===== src/rtl/mphp_pkg.sv =====
// Shared types and constants for the mesh packet header parser.
`timescale 1ns / 1ps
`default_nettype none

package mphp_pkg;

   // Number of transport code bytes (two 16-bit codes)
   localparam logic [7:0] TRANSPORT_BYTES = 8'd4;

   // Register indexes on the csr port
   localparam logic [2:0] REG_ROUTE_MASK      = 3'd0;
   localparam logic [2:0] REG_TRANSPORT_A     = 3'd1;
   localparam logic [2:0] REG_TRANSPORT_B     = 3'd2;
   localparam logic [2:0] REG_TYPE_SHIFT      = 3'd3;
   localparam logic [2:0] REG_TYPE_MASK       = 3'd4;
   localparam logic [2:0] REG_MAX_PATH_LEN    = 3'd5;
   localparam logic [2:0] REG_MAX_PAYLOAD_LEN = 3'd6;

   typedef enum logic [2:0] {
      PH_HEADER    = 3'd0,
      PH_TRANSPORT = 3'd1,
      PH_PATHLEN   = 3'd2,
      PH_PATH      = 3'd3,
      PH_PAYLOAD   = 3'd4
   } phase_type;

   typedef enum logic [2:0] {
      FK_HEADER    = 3'd0,
      FK_TRANSPORT = 3'd1,
      FK_PATHLEN   = 3'd2,
      FK_PATH      = 3'd3,
      FK_PAYLOAD   = 3'd4
   } field_kind_type;

   typedef enum logic [2:0] {
      ST_OK          = 3'd0,
      ST_TC_SHORT    = 3'd1,
      ST_NO_PATHLEN  = 3'd2,
      ST_PATH_SHORT  = 3'd3,
      ST_NO_PAYLOAD  = 3'd4,
      ST_PAYLOAD_BIG = 3'd5
   } status_type;

   typedef struct packed {
      logic [7:0] data_byte;
      logic       last_byte;
   } req_word_type;

   typedef struct packed {
      logic [7:0] byte_value;
      logic [2:0] field_kind;
      logic [7:0] field_offset;
      logic [7:0] route_type;
      logic [7:0] payload_type;
      logic [7:0] path_length;
      logic [7:0] payload_length;
      logic       frame_end;
      logic [2:0] frame_status;
   } rsp_word_type;

endpackage

`default_nettype wire


===== src/rtl/mphp_req_if.sv =====
// Input byte channel: valid/ready handshake carrying one packet byte.
`timescale 1ns / 1ps
`default_nettype none

interface mphp_req_if;
   import mphp_pkg::*;

   logic         valid;
   logic         ready;
   req_word_type payload;

   modport source (output valid, output payload, input ready);
   modport sink   (input valid, input payload, output ready);
endinterface

`default_nettype wire


===== src/rtl/mphp_rsp_if.sv =====
// Result channel: valid/ready handshake carrying one tagged byte.
`timescale 1ns / 1ps
`default_nettype none

interface mphp_rsp_if;
   import mphp_pkg::*;

   logic         valid;
   logic         ready;
   rsp_word_type payload;

   modport source (output valid, output payload, input ready);
   modport sink   (input valid, input payload, output ready);
endinterface

`default_nettype wire


===== src/rtl/mesh_packet_header_parser.sv =====
// Top level of the byte-serial mesh packet header parser.
`timescale 1ns / 1ps
`default_nettype none

// Channel   Dir   Handshake              Word
// req_ch    in    valid/ready            data_byte, last_byte
// rsp_ch    out   valid/ready            tagged byte, held fields, status
// csr_*     in    APB write/read         seven registers of up to 8 bits at 4*index
//
// One word in, one word out. A byte is tagged in the cycle it is accepted and
// its result sits in the output register from the next cycle; 1 byte per cycle
// sustained while rsp_ch.ready stays high, set by the single output register stage.
// Synchronous active-high reset returns the parser to expecting a header.
// req_ch.ready stays high while the output register is empty or being drained,
// so a stalled result blocks only the next byte, never a drained one.

module mesh_packet_header_parser (
   input  wire logic        clock,
   input  wire logic        reset,
   mphp_req_if.sink         req_ch,
   mphp_rsp_if.source       rsp_ch,
   input  wire logic        csr_psel,
   input  wire logic        csr_penable,
   input  wire logic        csr_pwrite,
   input  wire logic [4:0]  csr_paddr,
   input  wire logic [31:0] csr_pwdata,
   output logic      [31:0] csr_prdata,
   output logic             csr_pready
);
   import mphp_pkg::*;

   // ---------------------------------------------------------------------
   // Configuration registers
   // ---------------------------------------------------------------------
   logic [7:0] route_mask_ff;
   logic [7:0] transport_a_ff;
   logic [7:0] transport_b_ff;
   logic [2:0] type_shift_ff;
   logic [7:0] type_mask_ff;
   logic [7:0] max_path_len_ff;
   logic [7:0] max_payload_len_ff;

   logic       csr_write;
   logic [2:0] csr_index;

   assign csr_pready = 1'b1;
   assign csr_write  = csr_psel && csr_penable && csr_pwrite && csr_pready;
   assign csr_index  = csr_paddr[4:2];

   always_ff @(posedge clock) begin
      if (reset) begin
         route_mask_ff      <= 8'd3;
         transport_a_ff     <= 8'd0;
         transport_b_ff     <= 8'd3;
         type_shift_ff      <= 3'd2;
         type_mask_ff       <= 8'd15;
         max_path_len_ff    <= 8'd64;
         max_payload_len_ff <= 8'd184;
      end else if (csr_write) begin
         case (csr_index)
            REG_ROUTE_MASK:      route_mask_ff      <= csr_pwdata[7:0];
            REG_TRANSPORT_A:     transport_a_ff     <= csr_pwdata[7:0];
            REG_TRANSPORT_B:     transport_b_ff     <= csr_pwdata[7:0];
            REG_TYPE_SHIFT:      type_shift_ff      <= csr_pwdata[2:0];
            REG_TYPE_MASK:       type_mask_ff       <= csr_pwdata[7:0];
            REG_MAX_PATH_LEN:    max_path_len_ff    <= csr_pwdata[7:0];
            REG_MAX_PAYLOAD_LEN: max_payload_len_ff <= csr_pwdata[7:0];
            default: ;  // unmapped index: write dropped
         endcase
      end
   end

   always_comb begin
      case (csr_index)
         REG_ROUTE_MASK:      csr_prdata = {24'd0, route_mask_ff};
         REG_TRANSPORT_A:     csr_prdata = {24'd0, transport_a_ff};
         REG_TRANSPORT_B:     csr_prdata = {24'd0, transport_b_ff};
         REG_TYPE_SHIFT:      csr_prdata = {29'd0, type_shift_ff};
         REG_TYPE_MASK:       csr_prdata = {24'd0, type_mask_ff};
         REG_MAX_PATH_LEN:    csr_prdata = {24'd0, max_path_len_ff};
         REG_MAX_PAYLOAD_LEN: csr_prdata = {24'd0, max_payload_len_ff};
         default:             csr_prdata = 32'd0;
      endcase
   end

   // ---------------------------------------------------------------------
   // Handshake: output register with pass-through ready
   // ---------------------------------------------------------------------
   logic         rsp_valid_ff;
   rsp_word_type rsp_word_ff;
   rsp_word_type rsp_word_in;
   logic         req_accept;

   assign req_ch.ready   = !rsp_valid_ff || rsp_ch.ready;
   assign req_accept     = req_ch.valid && req_ch.ready;
   assign rsp_ch.valid   = rsp_valid_ff;
   assign rsp_ch.payload = rsp_word_ff;

   // ---------------------------------------------------------------------
   // Frame state
   // ---------------------------------------------------------------------
   phase_type  phase_ff, phase_in;
   logic [7:0] field_count_ff, field_count_in;
   logic [7:0] held_header_ff, held_header_in;
   logic [7:0] held_path_len_ff, held_path_len_in;
   logic [7:0] payload_count_ff, payload_count_in;

   logic [7:0] in_byte;
   logic       in_last;
   logic [7:0] hdr_route;
   logic       wants_transport;
   logic [7:0] path_len_eff;
   logic [7:0] count_inc;
   logic       transport_done;
   logic       path_done;

   assign in_byte         = req_ch.payload.data_byte;
   assign in_last         = req_ch.payload.last_byte;
   assign hdr_route       = in_byte & route_mask_ff;
   assign wants_transport = (hdr_route == transport_a_ff) || (hdr_route == transport_b_ff);
   // over-limit length counts as zero: the frame goes straight to payload
   assign path_len_eff    = (in_byte > max_path_len_ff) ? 8'd0 : in_byte;
   assign count_inc       = field_count_ff + 8'd1;
   assign transport_done  = count_inc >= TRANSPORT_BYTES;
   assign path_done       = count_inc >= held_path_len_ff;

   // next phase
   always_comb begin
      case (phase_ff)
         PH_TRANSPORT: phase_in = transport_done ? PH_PATHLEN : PH_TRANSPORT;
         PH_PATHLEN:   phase_in = (path_len_eff != 8'd0) ? PH_PATH : PH_PAYLOAD;
         PH_PATH:      phase_in = path_done ? PH_PAYLOAD : PH_PATH;
         PH_PAYLOAD:   phase_in = PH_PAYLOAD;
         default:      phase_in = wants_transport ? PH_TRANSPORT : PH_PATHLEN;
      endcase
      if (in_last) begin
         phase_in = PH_HEADER;
      end
   end

   // counters, held fields and the tagged result word
   field_kind_type kind;
   status_type     status;
   logic [7:0]     offset;

   always_comb begin
      field_count_in   = field_count_ff;
      held_header_in   = held_header_ff;
      held_path_len_in = held_path_len_ff;
      payload_count_in = payload_count_ff;
      offset           = 8'd0;
      case (phase_ff)
         PH_TRANSPORT: begin
            kind           = FK_TRANSPORT;
            offset         = field_count_ff;
            field_count_in = transport_done ? 8'd0 : count_inc;
            status         = transport_done ? ST_NO_PATHLEN : ST_TC_SHORT;
         end
         PH_PATHLEN: begin
            kind             = FK_PATHLEN;
            held_path_len_in = path_len_eff;
            field_count_in   = 8'd0;
            status           = (path_len_eff != 8'd0) ? ST_PATH_SHORT : ST_NO_PAYLOAD;
         end
         PH_PATH: begin
            kind           = FK_PATH;
            offset         = field_count_ff;
            field_count_in = path_done ? 8'd0 : count_inc;
            status         = path_done ? ST_NO_PAYLOAD : ST_PATH_SHORT;
         end
         PH_PAYLOAD: begin
            kind   = FK_PAYLOAD;
            offset = payload_count_ff;
            // saturating count
            payload_count_in = (payload_count_ff == 8'hFF) ? payload_count_ff
                                                           : payload_count_ff + 8'd1;
            status = (payload_count_in > max_payload_len_ff) ? ST_PAYLOAD_BIG : ST_OK;
         end
         default: begin
            // header byte; unused phase codes also land here
            kind             = FK_HEADER;
            held_header_in   = in_byte;
            held_path_len_in = 8'd0;
            payload_count_in = 8'd0;
            field_count_in   = 8'd0;
            status           = wants_transport ? ST_TC_SHORT : ST_NO_PATHLEN;
         end
      endcase
      if (in_last) begin
         field_count_in = 8'd0;
      end

      rsp_word_in.byte_value     = in_byte;
      rsp_word_in.field_kind     = kind;
      rsp_word_in.field_offset   = offset;
      rsp_word_in.route_type     = held_header_in & route_mask_ff;
      rsp_word_in.payload_type   = (held_header_in >> type_shift_ff) & type_mask_ff;
      rsp_word_in.path_length    = held_path_len_in;
      rsp_word_in.payload_length = payload_count_in;
      rsp_word_in.frame_end      = in_last;
      rsp_word_in.frame_status   = in_last ? status : ST_OK;
   end

   always_ff @(posedge clock) begin
      if (reset) begin
         phase_ff         <= PH_HEADER;
         field_count_ff   <= 8'd0;
         held_header_ff   <= 8'd0;
         held_path_len_ff <= 8'd0;
         payload_count_ff <= 8'd0;
         rsp_valid_ff     <= 1'b0;
      end else begin
         if (req_accept) begin
            phase_ff         <= phase_in;
            field_count_ff   <= field_count_in;
            held_header_ff   <= held_header_in;
            held_path_len_ff <= held_path_len_in;
            payload_count_ff <= payload_count_in;
            rsp_valid_ff     <= 1'b1;
         end else if (rsp_ch.ready) begin
            rsp_valid_ff     <= 1'b0;
         end
      end
   end

   // result word needs no reset
   always_ff @(posedge clock) begin
      if (req_accept) begin
         rsp_word_ff <= rsp_word_in;
      end
   end

   // ---------------------------------------------------------------------
   // Checks
   // ---------------------------------------------------------------------
   a_last_returns_to_header: assert property (@(posedge clock) disable iff (reset)
      req_accept && in_last |=> phase_ff == PH_HEADER)
      else $error("parser not back at header after last word");

   a_header_tagged: assert property (@(posedge clock) disable iff (reset)
      req_accept && phase_ff == PH_HEADER |=>
         rsp_valid_ff && rsp_word_ff.field_kind == FK_HEADER)
      else $error("header word not tagged as header");

   a_status_only_at_end: assert property (@(posedge clock) disable iff (reset)
      rsp_valid_ff && !rsp_word_ff.frame_end |-> rsp_word_ff.frame_status == ST_OK)
      else $error("nonzero status on a word that does not end the frame");

   a_ready_when_empty: assert property (@(posedge clock) disable iff (reset)
      !rsp_valid_ff |-> req_ch.ready)
      else $error("input stalled with an empty output register");

endmodule

`default_nettype wire

===== src/flat_wrapper.sv =====
// flat-port wrapper written by rule: the top's interface ports become plain ports
module mesh_packet_header_parser_flat import mphp_pkg::*;
  (clock, reset, csr_psel, csr_penable, csr_pwrite, csr_paddr, csr_pwdata, csr_prdata, csr_pready, req_ch_valid, req_ch_payload, req_ch_ready, rsp_ch_valid, rsp_ch_payload, rsp_ch_ready);
  mphp_req_if req_ch_i ();
  mphp_rsp_if rsp_ch_i ();
  input  wire logic clock;
  input  wire logic reset;
  input  wire logic csr_psel;
  input  wire logic csr_penable;
  input  wire logic csr_pwrite;
  input  wire logic [4:0] csr_paddr;
  input  wire logic [31:0] csr_pwdata;
  output logic      [31:0] csr_prdata;
  output logic csr_pready;
  input wire logic [$bits(req_ch_i.valid)-1:0] req_ch_valid;
  input wire logic [$bits(req_ch_i.payload)-1:0] req_ch_payload;
  output wire logic [$bits(req_ch_i.ready)-1:0] req_ch_ready;
  output wire logic [$bits(rsp_ch_i.valid)-1:0] rsp_ch_valid;
  output wire logic [$bits(rsp_ch_i.payload)-1:0] rsp_ch_payload;
  input wire logic [$bits(rsp_ch_i.ready)-1:0] rsp_ch_ready;
  assign req_ch_i.valid = req_ch_valid;
  assign req_ch_i.payload = req_ch_payload;
  assign req_ch_ready = req_ch_i.ready;
  assign rsp_ch_valid = rsp_ch_i.valid;
  assign rsp_ch_payload = rsp_ch_i.payload;
  assign rsp_ch_i.ready = rsp_ch_ready;
  mesh_packet_header_parser u_core (.clock(clock), .reset(reset), .req_ch(req_ch_i), .rsp_ch(rsp_ch_i), .csr_psel(csr_psel), .csr_penable(csr_penable), .csr_pwrite(csr_pwrite), .csr_paddr(csr_paddr), .csr_pwdata(csr_pwdata), .csr_prdata(csr_prdata), .csr_pready(csr_pready));
endmodule

===== config.mk =====
export PLATFORM = sky130hd
export DESIGN_NAME = mesh_packet_header_parser_flat
export DESIGN_NICKNAME = d
export VERILOG_FILES = /design/src/rtl/mphp_pkg.sv /design/src/rtl/mphp_req_if.sv /design/src/rtl/mphp_rsp_if.sv /design/src/rtl/mesh_packet_header_parser.sv /design/src/flat_wrapper.sv
export SDC_FILE = /design/constraint.sdc
export NUM_CORES = 1
export LEC_CHECK = 0
export ABC_AREA = 1
export BUFFER_PORTS_ARGS = -buffer_cell sky130_fd_sc_hd__buf_4
export CORE_MARGIN = 2
export CORE_UTILIZATION = 55
export CTS_BUF_LIST = sky130_fd_sc_hd__clkbuf_4
export CTS_CLUSTER_DIAMETER = 100
export DETAILED_ROUTE_END_ITERATION = 12
export PLACE_DENSITY = 0.8
export SKIP_LAST_GASP = 1
export SYNTH_ARGS = -nofsm -noshare
export SYNTH_HDL_FRONTEND = slang
export SYNTH_SLANG_ARGS = --single-unit

===== constraint.sdc =====
create_clock -name clock -period 7.2 [get_ports clock]
set_input_delay 0 -clock clock [delete_from_list [all_inputs] [get_ports clock]]
set_output_delay 0 -clock clock [all_outputs]
set_load 0.05 [all_outputs]

After elaboration in Yosys (flattened, before gate mapping)
Cells that the tools add are included. Widths: inputs -> output; s select.

Register bits after elaboration: 142. Bits of input ports: 53. Word-level logic and storage cells: 89.

Add/sub/neg operators: 2. Order comparisons: 4. Equality and inequality tests: 14. Shifts and indexed selects: 1. Multiplexer cells: 22. Bitwise logic cells: 3. Reduce and logical (&&, ||, !) cells: 21.

Operator list (number): $pmux 8 s7 (1); $mux 8 (6); $pmux 8 s2 (3); $pmux 3 s4 (3); $and 8x8->8 (3); $pmux 8 s3 (1); $add 8x1->8 const B (2); $eq 8x8->1 (2); $gt 8x8->1 (2); $reduce_and 2->1 (8); $eq 3x2->1 const B (4); $eq 3x3->1 const B (4); $mux 3 (4); $eq 8x8->1 const B (1); $ge 8x3->1 const B (1); $ge 8x8->1 (1); $reduce_bool 8->1 (1); $shr 8x3->8 (1); $eq 3x1->1 const B (2); $reduce_or 3->1 (2); $mux 2 (2); $reduce_or 4->1 (1); $logic_and 1x1->1 (3); $logic_not 3->1 (1); 6 further kinds (8).

Longest topological paths before layout
Gate-level depths: netlist (run 1).

Depth after elaboration: 6. Mapped depth: 17. Gate-level depth less buffers: 17.

Worst setup path after synthesis (run 1)
No wires, ideal clock.

Kind: reg-to-reg. Start point: register u_core.rsp_valid_ff, in the netlist u_core.rsp_ch.valid. End point: register u_core.field_count_ff[0]. Library setup time: 0.064 ns. Arrival time: 3.575 ns. Slack: 3.561 ns. Cell stages (with the launch flop): 8. Buffers on the path: 1. Period minus slack after synthesis: 3.639 ns. Path through: dfxtp_1 nand2_1 nand2_1 buf_2 clkinv_1 o21ai_1 o21ai_0 nor2_1.

Cells in the longest elaborated chain, start to end: 4.

Ends and longest elaborated chain: start, declared (line mesh_packet_header_parser.sv:89) `logic rsp_valid_ff;`; start signal, assigned (line mesh_packet_header_parser.sv:211) `rsp_valid_ff <= 1'b0;`; start signal, assigned (line mesh_packet_header_parser.sv:219) `rsp_valid_ff <= 1'b1;`; start signal, assigned (line mesh_packet_header_parser.sv:221) `rsp_valid_ff <= 1'b0;`; $logic_not 1->1 (line mesh_packet_header_parser.sv:94) `assign req_ch.ready = !rsp_valid_ff || rsp_ch.ready;`; $logic_or 1x1->1 (line mesh_packet_header_parser.sv:94); named net req_ch_ready (line flat_wrapper.sv:17) `output wire logic [$bits(req_ch_i.ready)-1:0] req_ch_ready;`; $logic_and 1x1->1 (line mesh_packet_header_parser.sv:95) `assign req_accept = req_ch.valid && req_ch.ready;`; named net u_core.req_accept (line mesh_packet_header_parser.sv:92) `logic req_accept;`; $reduce_and 2->1 (no line); end signal, assigned (line mesh_packet_header_parser.sv:215) `field_count_ff <= field_count_in;`; end, declared (line mesh_packet_header_parser.sv:103) `logic [7:0] field_count_ff, field_count_in;`.

The timed path passes the listed nets, and every way through them passes these cells. A chain may end at the register's enable or synchronous reset.

Worst setup path after layout (run 1)
Start point: register u_core.payload_count_ff[0]. End point: register u_core.rsp_word_ff, in the netlist u_core.rsp_ch.payload[0], data pin.

Cells in the longest elaborated chain, start to end: 5. Elaborated cells on any way between the ends: 6. Those cells by class: add/sub (1); order compare (1); eq/ne (1); mux (3).

Ends and longest elaborated chain: start, declared (line mesh_packet_header_parser.sv:106) `logic [7:0] payload_count_ff, payload_count_in;`; start signal, assigned (line mesh_packet_header_parser.sv:218) `payload_count_ff <= payload_count_in;`; $add 8x1->8 / $eq 8x8->1 (equally long branches) (line mesh_packet_header_parser.sv:176, mesh_packet_header_parser.sv:175); $mux 8 (*) (line mesh_packet_header_parser.sv:175) `payload_count_in = (payload_count_ff == 8'hFF) ? payload_count_ff`; $gt 8x8->1 (*) (line mesh_packet_header_parser.sv:177) `status = (payload_count_in > max_payload_len_ff) ? ST_PAYLOAD_BIG : ST_OK;`; $mux 3 (*) (line mesh_packet_header_parser.sv:177); $pmux 3 s4 (*) (line mesh_packet_header_parser.sv:152) `case (phase_ff)`; end signal, assigned (line mesh_packet_header_parser.sv:229) `rsp_word_ff <= rsp_word_in;`; end, declared (line mesh_packet_header_parser.sv:90) `rsp_word_type rsp_word_ff;`.

Every way passes the cells marked *; elsewhere a longest branch is shown, timed or not.

==> impl_metrics.tcl, run 1 <==
set metrics [dict create \
    place.gp.congestion 0.871 \
    cts-buffers-inserted 17 \
    final.setup.worst_slack_ns 4.11 \
    setup.worst_path.class "reg -> reg" \
    count_of_pins_on_the_block_boundary 143 \
    detail_route.first_pass.iterations 8 \
    cp.arrival_ns 3.42 \
    worst_r2r_startpoint "u_core.payload_count_ff[0]" \
    vdd_ir_drop_max_mv 0.0771 \
    final_antenna_net_count 0 \
    area_growth_pct 16.3 \
    worst-slew-pin-transition_ns 0.819 \
    crit-reg2reg-capture "u_core.rsp_ch.payload[0]" \
    maximum_capacitance_violations 0 \
    synth-seq-cells 142 \
    ctsHtreeMaxLevel 4 \
    yosys_warnings 0 \
    seq_area_frac_synth_pct 46.4 \
    min_from "csr_paddr[3]" \
    final_max_slew_viol_count 0 \
    grt_setup_unrepaired "no" \
    max_freq_ghz 0.323 \
    placementRows 42 \
    number_of_antenna_violations_at_the_first_check_in_global_routing 1 \
    cts_sinks 142 \
    final_min_period_over_clock_period_pct 43.0 \
    clk-insertion-delay-late_ns 0.57 \
    synth_area_mm2 0.00731 \
    tritoncts "done" \
    hold_class "in -> reg" \
    dieArea_mm2 0.0142 \
    timing.slew.headroom_pct 45.1 \
    reg2regPathDepth 16 \
    fp.dieH_um 119 \
    finish.instance_area_mm2 0.00851 \
    run_status "complete, no violations" \
    grt.total_usage_pct 25.0 \
    setup_viol 0 \
    cts.clk_slew.worst_paths_ns 0.11 \
    core-area_mm2 0.0131 \
    pwr_density_cell_mw_per_mm2 194 \
    clockBufferDepth 2 \
    postRouteWirelength_mm 17.6 \
    sort_of_element_at_the_start_of_the_critical_path "flop" \
    final_common_cell "sky130_fd_sc_hd__nand2_1" \
    clock_skew_ns 0.0247 \
    fin_tns_setup_ns 0 \
    via_per_inst 5.37 \
    synthesis.instances 891 \
    design_power_mw 1.65 \
    timing_hold_violations_final 0 \
    regToRegSetupSlack_ns 4.11 \
    grt_pass1_wl_mm 27.4 \
    syn_area_per_cell_um2 8.21 \
    holdPathEnd "u_core.max_path_len_ff[6]" \
    finalCoreUtilization_pct 64.7 \
    drc_errors 0 \
    ctsRootBufferMaster "sky130_fd_sc_hd__clkbuf_4" \
    globalRoute.totalOverflow 0 \
    timing.critical_path.to_type "flop" \
    detail_route.iter0.violations 601 \
    num-nets-final 1085 \
    timing.hold.ws_ns 0.0475 \
    worstHoldPathCells 6 \
    synth-edff-count 55 \
    route.vias.total 6419 \
    mostFrequentLayoutCells "134 x sky130_fd_sc_hd__nand2_1, 131 x sky130_fd_sc_hd__inv_1, 94 x sky130_fd_sc_hd__buf_4" \
    synthArstFlopShare_pct 0 \
    dp.final_hpwl_mm 12.4 \
    initial_utilization_pct 55.7 \
    pin_count_of_the_biggest_net_entering_global_routing 63 \
    power_leakage_nw 3.79 \
    synth.distinct_cells 46 \
    instances_no_fill 1196 \
    timing.critical_path.required_ns 7.52 \
    number_of_cells_after_detailed_placement 1137 \
    die_width_um 119 \
    via_count_of_the_first_global_routing_pass 5589 \
    drt-wirelength-per-cell_um 14.7 \
    placement.cell_area_mm2 0.00803 \
    share_of_layout_cells_above_drive_strength_1_pct 16.1 \
    placement.setup.worst_slack_ns 4.21 \
    synth_ff_type "sky130_fd_sc_hd__dfxtp_1" \
    buffers_inserted_during_post_cts_setup_optimization 0 \
    cts_repair_resize_count 0 \
    finalCriticalPeriod_ns 3.09 \
    port-buffer-count 91 \
    worst-path-max-fanout 4 \
]
==> worst max-delay path, stage by stage, from the launching register on <==
cell and delay [ns]:
sky130_fd_sc_hd__dfxtp_1 0.40, sky130_fd_sc_hd__ha_1 0.22, sky130_fd_sc_hd__nand3_1 0.14, sky130_fd_sc_hd__nor2_2 0.17
sky130_fd_sc_hd__nand3_2 0.12, sky130_fd_sc_hd__nor2_2 0.16, sky130_fd_sc_hd__inv_2 0.08, sky130_fd_sc_hd__o21ai_0 0.24
sky130_fd_sc_hd__inv_1 0.08, sky130_fd_sc_hd__ha_1 0.29, sky130_fd_sc_hd__a21oi_1 0.16, sky130_fd_sc_hd__o21a_1 0.12
sky130_fd_sc_hd__nor2_1 0.04, sky130_fd_sc_hd__o221ai_1 0.35, sky130_fd_sc_hd__nand4_1 0.15, sky130_fd_sc_hd__nand3_1 0.11
sky130_fd_sc_hd__inv_1 0.04
==> logic make-up after synthesis <==
kind of cell | share of synthesized area [%]
compound gates | 17.8
xor+xnor | 2.04
fa+ha+maj | 4.45
buf+inv | 11.1
flops | 46.4
other cells | 0.103
simple gates | 18.1
==> Yosys cell counts (10+ instances only) <==
cell type / instances / share of area (%)
sky130_fd_sc_hd__nand4_1: 10 / 0.86
sky130_fd_sc_hd__nand3_1: 37 / 2.5
sky130_fd_sc_hd__ha_1: 26 / 4.4
sky130_fd_sc_hd__nor2_1: 75 / 3.8
sky130_fd_sc_hd__edfxtp_1: 55 / 23
sky130_fd_sc_hd__buf_4: 25 / 2.6
sky130_fd_sc_hd__clkbuf_1: 16 / 0.82
sky130_fd_sc_hd__o22ai_1: 16 / 1.4
sky130_fd_sc_hd__o21ai_1: 12 / 0.82
sky130_fd_sc_hd__o21ai_0: 81 / 5.5
sky130_fd_sc_hd__nand2_1: 134 / 6.9
sky130_fd_sc_hd__inv_1: 131 / 6.7
sky130_fd_sc_hd__dfxtp_1: 87 / 24
sky130_fd_sc_hd__a21oi_1: 78 / 5.3
==> where the power goes <==
part           internal (mW)  switching (mW)  leakage, nW
registers              0.871          0.0147         1.26
clock network          0.143           0.270        0.127
logic                 0.0973           0.249         2.40
==> layout make-up <==
type | count | area, µm²
antenna | 1 | 2.50
clock buffer | 21 | 158
clock inverter | 11 | 52.6
fill | 1139 | 4630
inverter | 138 | 518
multi-input combinational | 587 | 3200
sequential | 142 | 3390
tap | 176 | 220
timing repair buffer | 120 | 966
==> repair_timing <==
action / 4_1_cts / 5_1_grt
setup endpoints to repair: 0 / 0
hold endpoints to repair: 112 / 0
hold buffers: 26 / 0
==> sequential cells by signal (all words and copies together), names as in the netlist <==
name / flops
u_core.held_path_len_ff: 8
u_core.payload_count_ff: 8
u_core.rsp_ch.payload: 55
u_core.field_count_ff: 8
u_core.type_shift_ff: 3
u_core.max_path_len_ff: 8
u_core.transport_a_ff: 8
u_core.rsp_ch.valid: 1
u_core.route_mask_ff: 8
u_core.transport_b_ff: 8
u_core.type_mask_ff: 8
u_core.phase_ff: 3
u_core.max_payload_len_ff: 8
u_core.held_header_ff: 8
==> per-layer routing <==
metal	share of wire (%)	vias to the layer above	GRT usage, %
met5	0	-	0
met4	2.5	0	10.2
met3	7.4	40	5.46
met2	45	279	39.2
met1	45	2927	33.6
li1	-	3173	-
==> worst max-delay path by stage <==
stage,start,endpoint,slack [ns],cells past startpoint
finish,u_core.payload_count_ff[0],u_core.rsp_ch.payload[0],4.11,16
global route,u_core.payload_count_ff[0],u_core.rsp_ch.payload[0],3.83,16
CTS,u_core.payload_count_ff[0],u_core.rsp_ch.payload[0],4.17,16
detailed placement,u_core.payload_count_ff[0],u_core.rsp_ch.payload[0],4.21,16
global placement,u_core.payload_count_ff[0],u_core.rsp_ch.payload[0],4.22,16
floorplan,u_core.rsp_ch.valid,u_core.field_count_ff[0],3.56,7
No activity file was read; power rests on OpenSTA's default activity.
==> inputs of run 2 (changes only) <==
- CORE_UTILIZATION: 55 -> 52
- PLACE_DENSITY: 0.8 -> 0.79
- clock period: 7.2 -> 2.7 ns (I/O delays scaled with it)
==> run 2 against run 1 <==
Count of clock-buffer cells in the layout down 2; register-to-register slack worse by 4.0 ns; worst setup slack worse by 4.0 ns; die area up 5.6%; flip-flop and latch count unchanged; combinational power rose to 2.7 times the previous value; first-iteration DRC count up 22%; final cell count up 1.5%; non-clock buffer count up 14; critical path type unchanged.
==> impl_metrics.tcl, run 2 (synthesis gave the netlist of run 1 again) <==
set metrics [dict create \
    power_switching_mw 1.51 \
    dieArea_mm2 0.0150 \
    worst-slew-pin-transition_ns 1.31 \
    sort_of_element_at_the_start_of_the_critical_path "flop" \
    grt_pass1_wl_mm 29.1 \
    cts.clk_slew.worst_paths_ns 0.12 \
    die_width_um 123 \
    final_common_cell "sky130_fd_sc_hd__nand2_1" \
    fin_tns_setup_ns 0 \
    intPower_mw 3.25 \
    vdd_ir_drop_max_mv 0.233 \
    ctsHtreeMaxLevel 4 \
    share_clk_of_total_power_pct 30.2 \
    route.vias.total 6579 \
    run_status "complete, no violations" \
    via_per_inst 5.42 \
    placement.setup.worst_slack_ns 0.0158 \
    mostFrequentLayoutCells "134 x sky130_fd_sc_hd__nand2_1, 131 x sky130_fd_sc_hd__inv_1, 109 x sky130_fd_sc_hd__buf_4" \
    share_of_layout_cells_above_drive_strength_1_pct 18.9 \
    pwr_density_cell_mw_per_mm2 541 \
    number_of_antenna_violations_at_the_first_check_in_global_routing 1 \
    tritoncts "done" \
    cts-buffers-inserted 17 \
    detail_route.first_pass.iterations 5 \
    placement.cell_area_mm2 0.00813 \
    pin_count_of_the_biggest_net_entering_global_routing 47 \
    timing.hold.ws_ns 0.0331 \
    final_max_slew_viol_count 0 \
    hold_class "in -> reg" \
    setup.worst_path.class "reg -> reg" \
    timing.slew.headroom_pct 12.8 \
    setup_viol 0 \
    clock_skew_ns 0.0181 \
    clockBufferDepth 2 \
    switching_share_pct 31.7 \
    cts_sinks 142 \
    sequentialPowerShare_pct 49.8 \
    maximum_capacitance_violations 0 \
    final_min_period_over_clock_period_pct 96.7 \
    drc_errors 0 \
    finish.instance_area_mm2 0.00878 \
    via_count_of_the_first_global_routing_pass 5822 \
    p_comb_share_pct 20.0 \
    timing_hold_violations_final 0 \
    grt_setup_unrepaired "yes" \
    regToRegSetupSlack_ns 0.09 \
    final.setup.worst_slack_ns 0.0897 \
    drt-wirelength-per-cell_um 15.4 \
    dp.final_hpwl_mm 13.3 \
    largest_register_ffs 55 \
    min_from "req_ch_valid" \
    worst_r2r_startpoint "u_core.payload_count_ff[0]" \
    initial_utilization_pct 52.9 \
    number_of_cells_after_detailed_placement 1152 \
    cp.arrival_ns 2.97 \
    area_growth_pct 20.0 \
    final_antenna_net_count 0 \
    crit-reg2reg-capture "u_core.rsp_ch.payload[0]" \
    worst-path-max-fanout 3 \
    port-buffer-count 91 \
    postRouteWirelength_mm 18.7 \
    placementRows 43 \
    max_freq_ghz 0.383 \
    power_leakage_nw 3.89 \
    place.gp.congestion 0.898 \
    timing.critical_path.to_type "flop" \
    timing.critical_path.required_ns 3.06 \
    num-nets-final 1099 \
    ctsRootBufferMaster "sky130_fd_sc_hd__clkbuf_4" \
    finalCriticalPeriod_ns 2.61 \
    clk-insertion-delay-late_ns 0.59 \
    instances_no_fill 1214 \
    holdPathEnd "u_core.rsp_ch.valid" \
    grt.total_usage_pct 25.3 \
    fp.dieH_um 123 \
    reg2regPathDepth 16 \
    count_of_pins_on_the_block_boundary 143 \
    worstHoldPathCells 4 \
    globalRoute.totalOverflow 0 \
    detail_route.iter0.violations 736 \
    core-area_mm2 0.0138 \
]
## run 2: changes by cell type in the layout (fill, tap and decap cells not counted), moves of 3 or more
cell | previous run | this run
sky130_fd_sc_hd__dfxtp_2 | 0 | 4
sky130_fd_sc_hd__clkinv_4 | 0 | 3
sky130_fd_sc_hd__dfxtp_1 | 87 | 83
sky130_fd_sc_hd__buf_4 | 94 | 109
sky130_fd_sc_hd__bufinv_16 | 0 | 3
## run 2: cell type report
type	count	area [µm²]
sequential	142	3400
inverter	138	523
clock inverter	13	148
clock buffer	19	143
tap	180	225
fill	1176	5050
antenna	1	2.50
multi-input combinational	587	3270
timing repair buffer	134	1070
## run 2: worst max-delay path: stages, from the launching register on
cell and delay [ns]:
sky130_fd_sc_hd__dfxtp_2 0.37, sky130_fd_sc_hd__ha_4 0.14, sky130_fd_sc_hd__nand3_4 0.09, sky130_fd_sc_hd__nor2_4 0.13
sky130_fd_sc_hd__nand3_2 0.11, sky130_fd_sc_hd__nor2_4 0.14, sky130_fd_sc_hd__inv_2 0.06, sky130_fd_sc_hd__nand3_2 0.08
sky130_fd_sc_hd__xor2_2 0.17, sky130_fd_sc_hd__ha_1 0.29, sky130_fd_sc_hd__a21oi_2 0.14, sky130_fd_sc_hd__o21a_1 0.13
sky130_fd_sc_hd__nor2_1 0.05, sky130_fd_sc_hd__o221ai_2 0.22, sky130_fd_sc_hd__nand4_1 0.12, sky130_fd_sc_hd__nand3_1 0.10
sky130_fd_sc_hd__inv_1 0.04
## run 2: power by group through the flow
stage	Combinational (mW)	Sequential, mW	Clock [mW]
CTS	0.933	2.36	1.44
global route	1.03	2.37	1.53
floorplan	0.488	2.59	0
global placement	0.892	2.41	0
finish	0.951	2.37	1.44
detailed placement	0.904	2.41	0
## run 2: through the flow
| step | power, mW | util, % |
|---|---|---|
| 4_1_cts | 4.74 | 62.7 |
| 6_report | 4.75 | 63.5 |
| 3_5_place_dp | 3.32 | 58.8 |
| 2_1_floorplan | 3.08 | - |
| 3_3_place_gp | 3.30 | 58.8 |
| 5_1_grt | 4.93 | 63.5 |
## run 2: per-layer routing
metal  track usage, %  vias to the layer above  part of all wire (%)
li1                 -                     3197                     -
met1             35.6                     3018                    44
met2             38.3                      317                    45
met3             4.79                       47                   7.9
met4             10.3                        0                   2.6
met5                0                        -                     0
## run 2: worst max-delay path by stage
stage,slack [ns],depth (start not counted),startpoint,to
global route,-0.06,16,u_core.payload_count_ff[1],u_core.rsp_ch.payload[0]
detailed placement,0.02,16,u_core.payload_count_ff[0],u_core.rsp_ch.payload[0]
global placement,0.12,16,u_core.payload_count_ff[0],u_core.rsp_ch.payload[0]
CTS,0.07,16,u_core.payload_count_ff[0],u_core.rsp_ch.payload[0]
floorplan,0.18,16,u_core.payload_count_ff[0],u_core.rsp_ch.payload[0]
finish,0.09,16,u_core.payload_count_ff[0],u_core.rsp_ch.payload[0]
## run 2: timing repair
| item | in CTS | in global routing |
|---|---|---|
| endpoints found under the hold margin | 111 | 0 |
| hold buffers | 25 | 0 |
| setup endpoints to repair | 1 | 4 |
| buffers inserted | 0 | 4 |
| gates resized for setup | 1 | 18 |
| cloned | 0 | 0 |
| pin swaps | 0 | 11 |
==> inputs of run 3 (changes only) <==
- CORE_UTILIZATION: 52 -> 50
- CTS_BUF_LIST: sky130_fd_sc_hd__clkbuf_4 -> unset
- PLACE_DENSITY: 0.79 -> 0.76
- TNS_END_PERCENT: unset -> 5
==> run 3 against run 2 <==
Via count shrank 0.18%; die area increased by 3.9%; critical path depth unchanged; count of clock-buffer cells in the layout increased by 1; worst setup slack worse by 0.082 ns; total power increased by 20%; final area increased by 3.2%; combinational power is 0.9% higher; sequential share of layout area fell by 1.2 points; maximum frequency shrank 3.0%; wire length increased by 5.1%; critical endpoint unchanged; highest routed layer unchanged.
==> impl_metrics.tcl, run 3 (synthesis gave the netlist of run 1 again) <==
set metrics [dict create \
    run_status "complete, no violations" \
    timing_hold_violations_final 0 \
    num-nets-final 1092 \
    ctsRootBufferMaster "sky130_fd_sc_hd__clkbuf_16" \
    setup.worst_path.class "reg -> reg" \
    timing.critical_path.required_ns 2.89 \
    final_common_cell "sky130_fd_sc_hd__nand2_1" \
    count_of_pins_on_the_block_boundary 143 \
    drc_errors 0 \
    postRouteWirelength_mm 19.7 \
    core-area_mm2 0.0144 \
    area_growth_pct 23.8 \
    critPathSlowestCell "sky130_fd_sc_hd__dfxtp_2" \
    critPathTopFamily "simple AND/OR/NAND/NOR gates" \
    vdd_ir_drop_max_mv 0.459 \
    crit_chain "ha_4, nand3_2, nor2_4, nand3_4, nor2_4, inv_2, nand3_2, xor2_2, ha_4, a21oi_2, o21a_1, nor2_1, o221ai_2, nand4_1, nand3_1, inv_1" \
    ctsHtreeMaxLevel 4 \
    worstPathBufferInverterCount 2 \
    number_of_antenna_violations_at_the_first_check_in_global_routing 0 \
    pwr_density_cell_mw_per_mm2 629 \
    worst-slew-pin-transition_ns 0.567 \
    cp.arrival_ns 2.88 \
    sort_of_element_at_the_start_of_the_critical_path "flop" \
    final_max_slew_viol_count 0 \
    drt-wirelength-per-cell_um 16.3 \
    grt.total_usage_pct 25.0 \
    cts_sinks 142 \
    design_power_mw 5.70 \
    share_of_layout_cells_above_drive_strength_1_pct 19.3 \
    die_width_um 125 \
    timing.critical_path.to_type "flop" \
    clockBufferDepth 2 \
    fp.dieH_um 125 \
    max_stage_delay_ns 0.37 \
    number_of_cells_after_detailed_placement 1156 \
    final_min_period_over_clock_period_pct 99.7 \
    nFillCells 1231 \
    port-buffer-count 91 \
    maximum_capacitance_violations 0 \
    finalCriticalPeriod_ns 2.69 \
    globalRoute.totalOverflow 0 \
    hold_class "in -> reg" \
    pin_count_of_the_biggest_net_entering_global_routing 49 \
    via_per_inst 5.43 \
    clock_skew_ns 0.00660 \
    dp.final_hpwl_mm 13.5 \
    final_antenna_net_count 0 \
    worst-path-max-fanout 3 \
    detail_route.iter0.violations 918 \
    num_antenna_cells 0 \
    detail_route.first_pass.iterations 5 \
    cts.clk_slew.worst_paths_ns 0.06 \
    placementRows 44 \
    place.gp.congestion 0.908 \
    setup_viol 0 \
    largest_register_ffs 55 \
    timing.slew.headroom_pct 61.9 \
    instances_no_fill 1210 \
    max_freq_ghz 0.371 \
    tritoncts "done" \
    cts-buffers-inserted 17 \
    grt_setup_unrepaired "yes" \
    dieArea_mm2 0.0156 \
    route.vias.total 6567 \
    clk-insertion-delay-late_ns 0.43 \
    mostFrequentLayoutCells "134 x sky130_fd_sc_hd__nand2_1, 130 x sky130_fd_sc_hd__inv_1, 109 x sky130_fd_sc_hd__buf_4" \
    power_leakage_nw 3.98 \
    grt_pass1_wl_mm 30.9 \
    via_count_of_the_first_global_routing_pass 6090 \
    initial_utilization_pct 50.7 \
]
==> run 3: cell types whose count changed in the layout (fill, tap and decap cells not counted), sizes merged <==
cell,delta
dlygate4sd3,-7
clkinv,-2
clkbuf,+1
clkinvlp,+1
diode,-1
==> run 3: path summary, 6_finish.rpt <==
path,start,endpoint,slack (ns),depth (start not counted)
setup / recovery,u_core.payload_count_ff[0],u_core.rsp_ch.payload[0],0.008,16
hold / removal,reset,u_core.field_count_ff[3],0.03,2
setup reg to reg,u_core.payload_count_ff[0],u_core.rsp_ch.payload[0],0.008,16
hold reg to reg,u_core.phase_ff[0],u_core.phase_ff[0],0.49,2
==> run 3: power breakdown <==
| group | switching [mW] | total [mW] | internal, mW |
|---|---|---|---|
| registers | 0.0450 | 2.37 | 2.33 |
| logic | 0.685 | 0.960 | 0.275 |
| clock network | 0.903 | 2.37 | 1.46 |
| total | 1.63 | 5.70 | 4.07 |
==> run 3: timing repair <==
item,CTS,global route
setup buffers,2,2
setup endpoints to repair,2,5
hold buffers,18,0
pin swaps,2,8
hold endpoints to repair,66,0
gates resized for setup,4,22
==> run 3: layout make-up <==
class                      instances  area [µm²]  share of cell area (%)
timing repair buffer             127         998                    11.0
clock inverter                    12         144                    1.59
tap                              184         230                    2.54
inverter                         138         523                    5.78
clock buffer                      20         447                    4.93
multi-input combinational        587        3310                    36.6
sequential                       142        3400                    37.6
==> run 3: per-stage QoR <==
| step | area (µm²) | util, % | setup WS (ns) | TNS (ns) | hold WS (ns) |
|---|---|---|---|---|---|
| detailed placement | 8130 | 56.4 | -0.0569 | -0.0569 | 0.254 |
| finish | 9060 | 62.8 | 0.00800 | 0 | 0.0307 |
| CTS | 8930 | 61.9 | 0.000401 | 0 | 0.0168 |
| floorplan | 7400 | - | 0.181 | 0 | 0.0989 |
| global route | 9060 | 62.8 | -0.0974 | -0.0974 | 0.0487 |
| global placement | 8130 | 56.4 | 0.0877 | 0 | 0.252 |
==> run 3: metal layers <==
layer | track usage, % | vias to the layer above | wire, µm
li1 | - | 3175 | -
met1 | 33.3 | 3016 | 8460
met2 | 39.5 | 321 | 9120
met3 | 6.03 | 55 | 1590
met4 | 9.74 | 0 | 506
met5 | 0 | - | 0
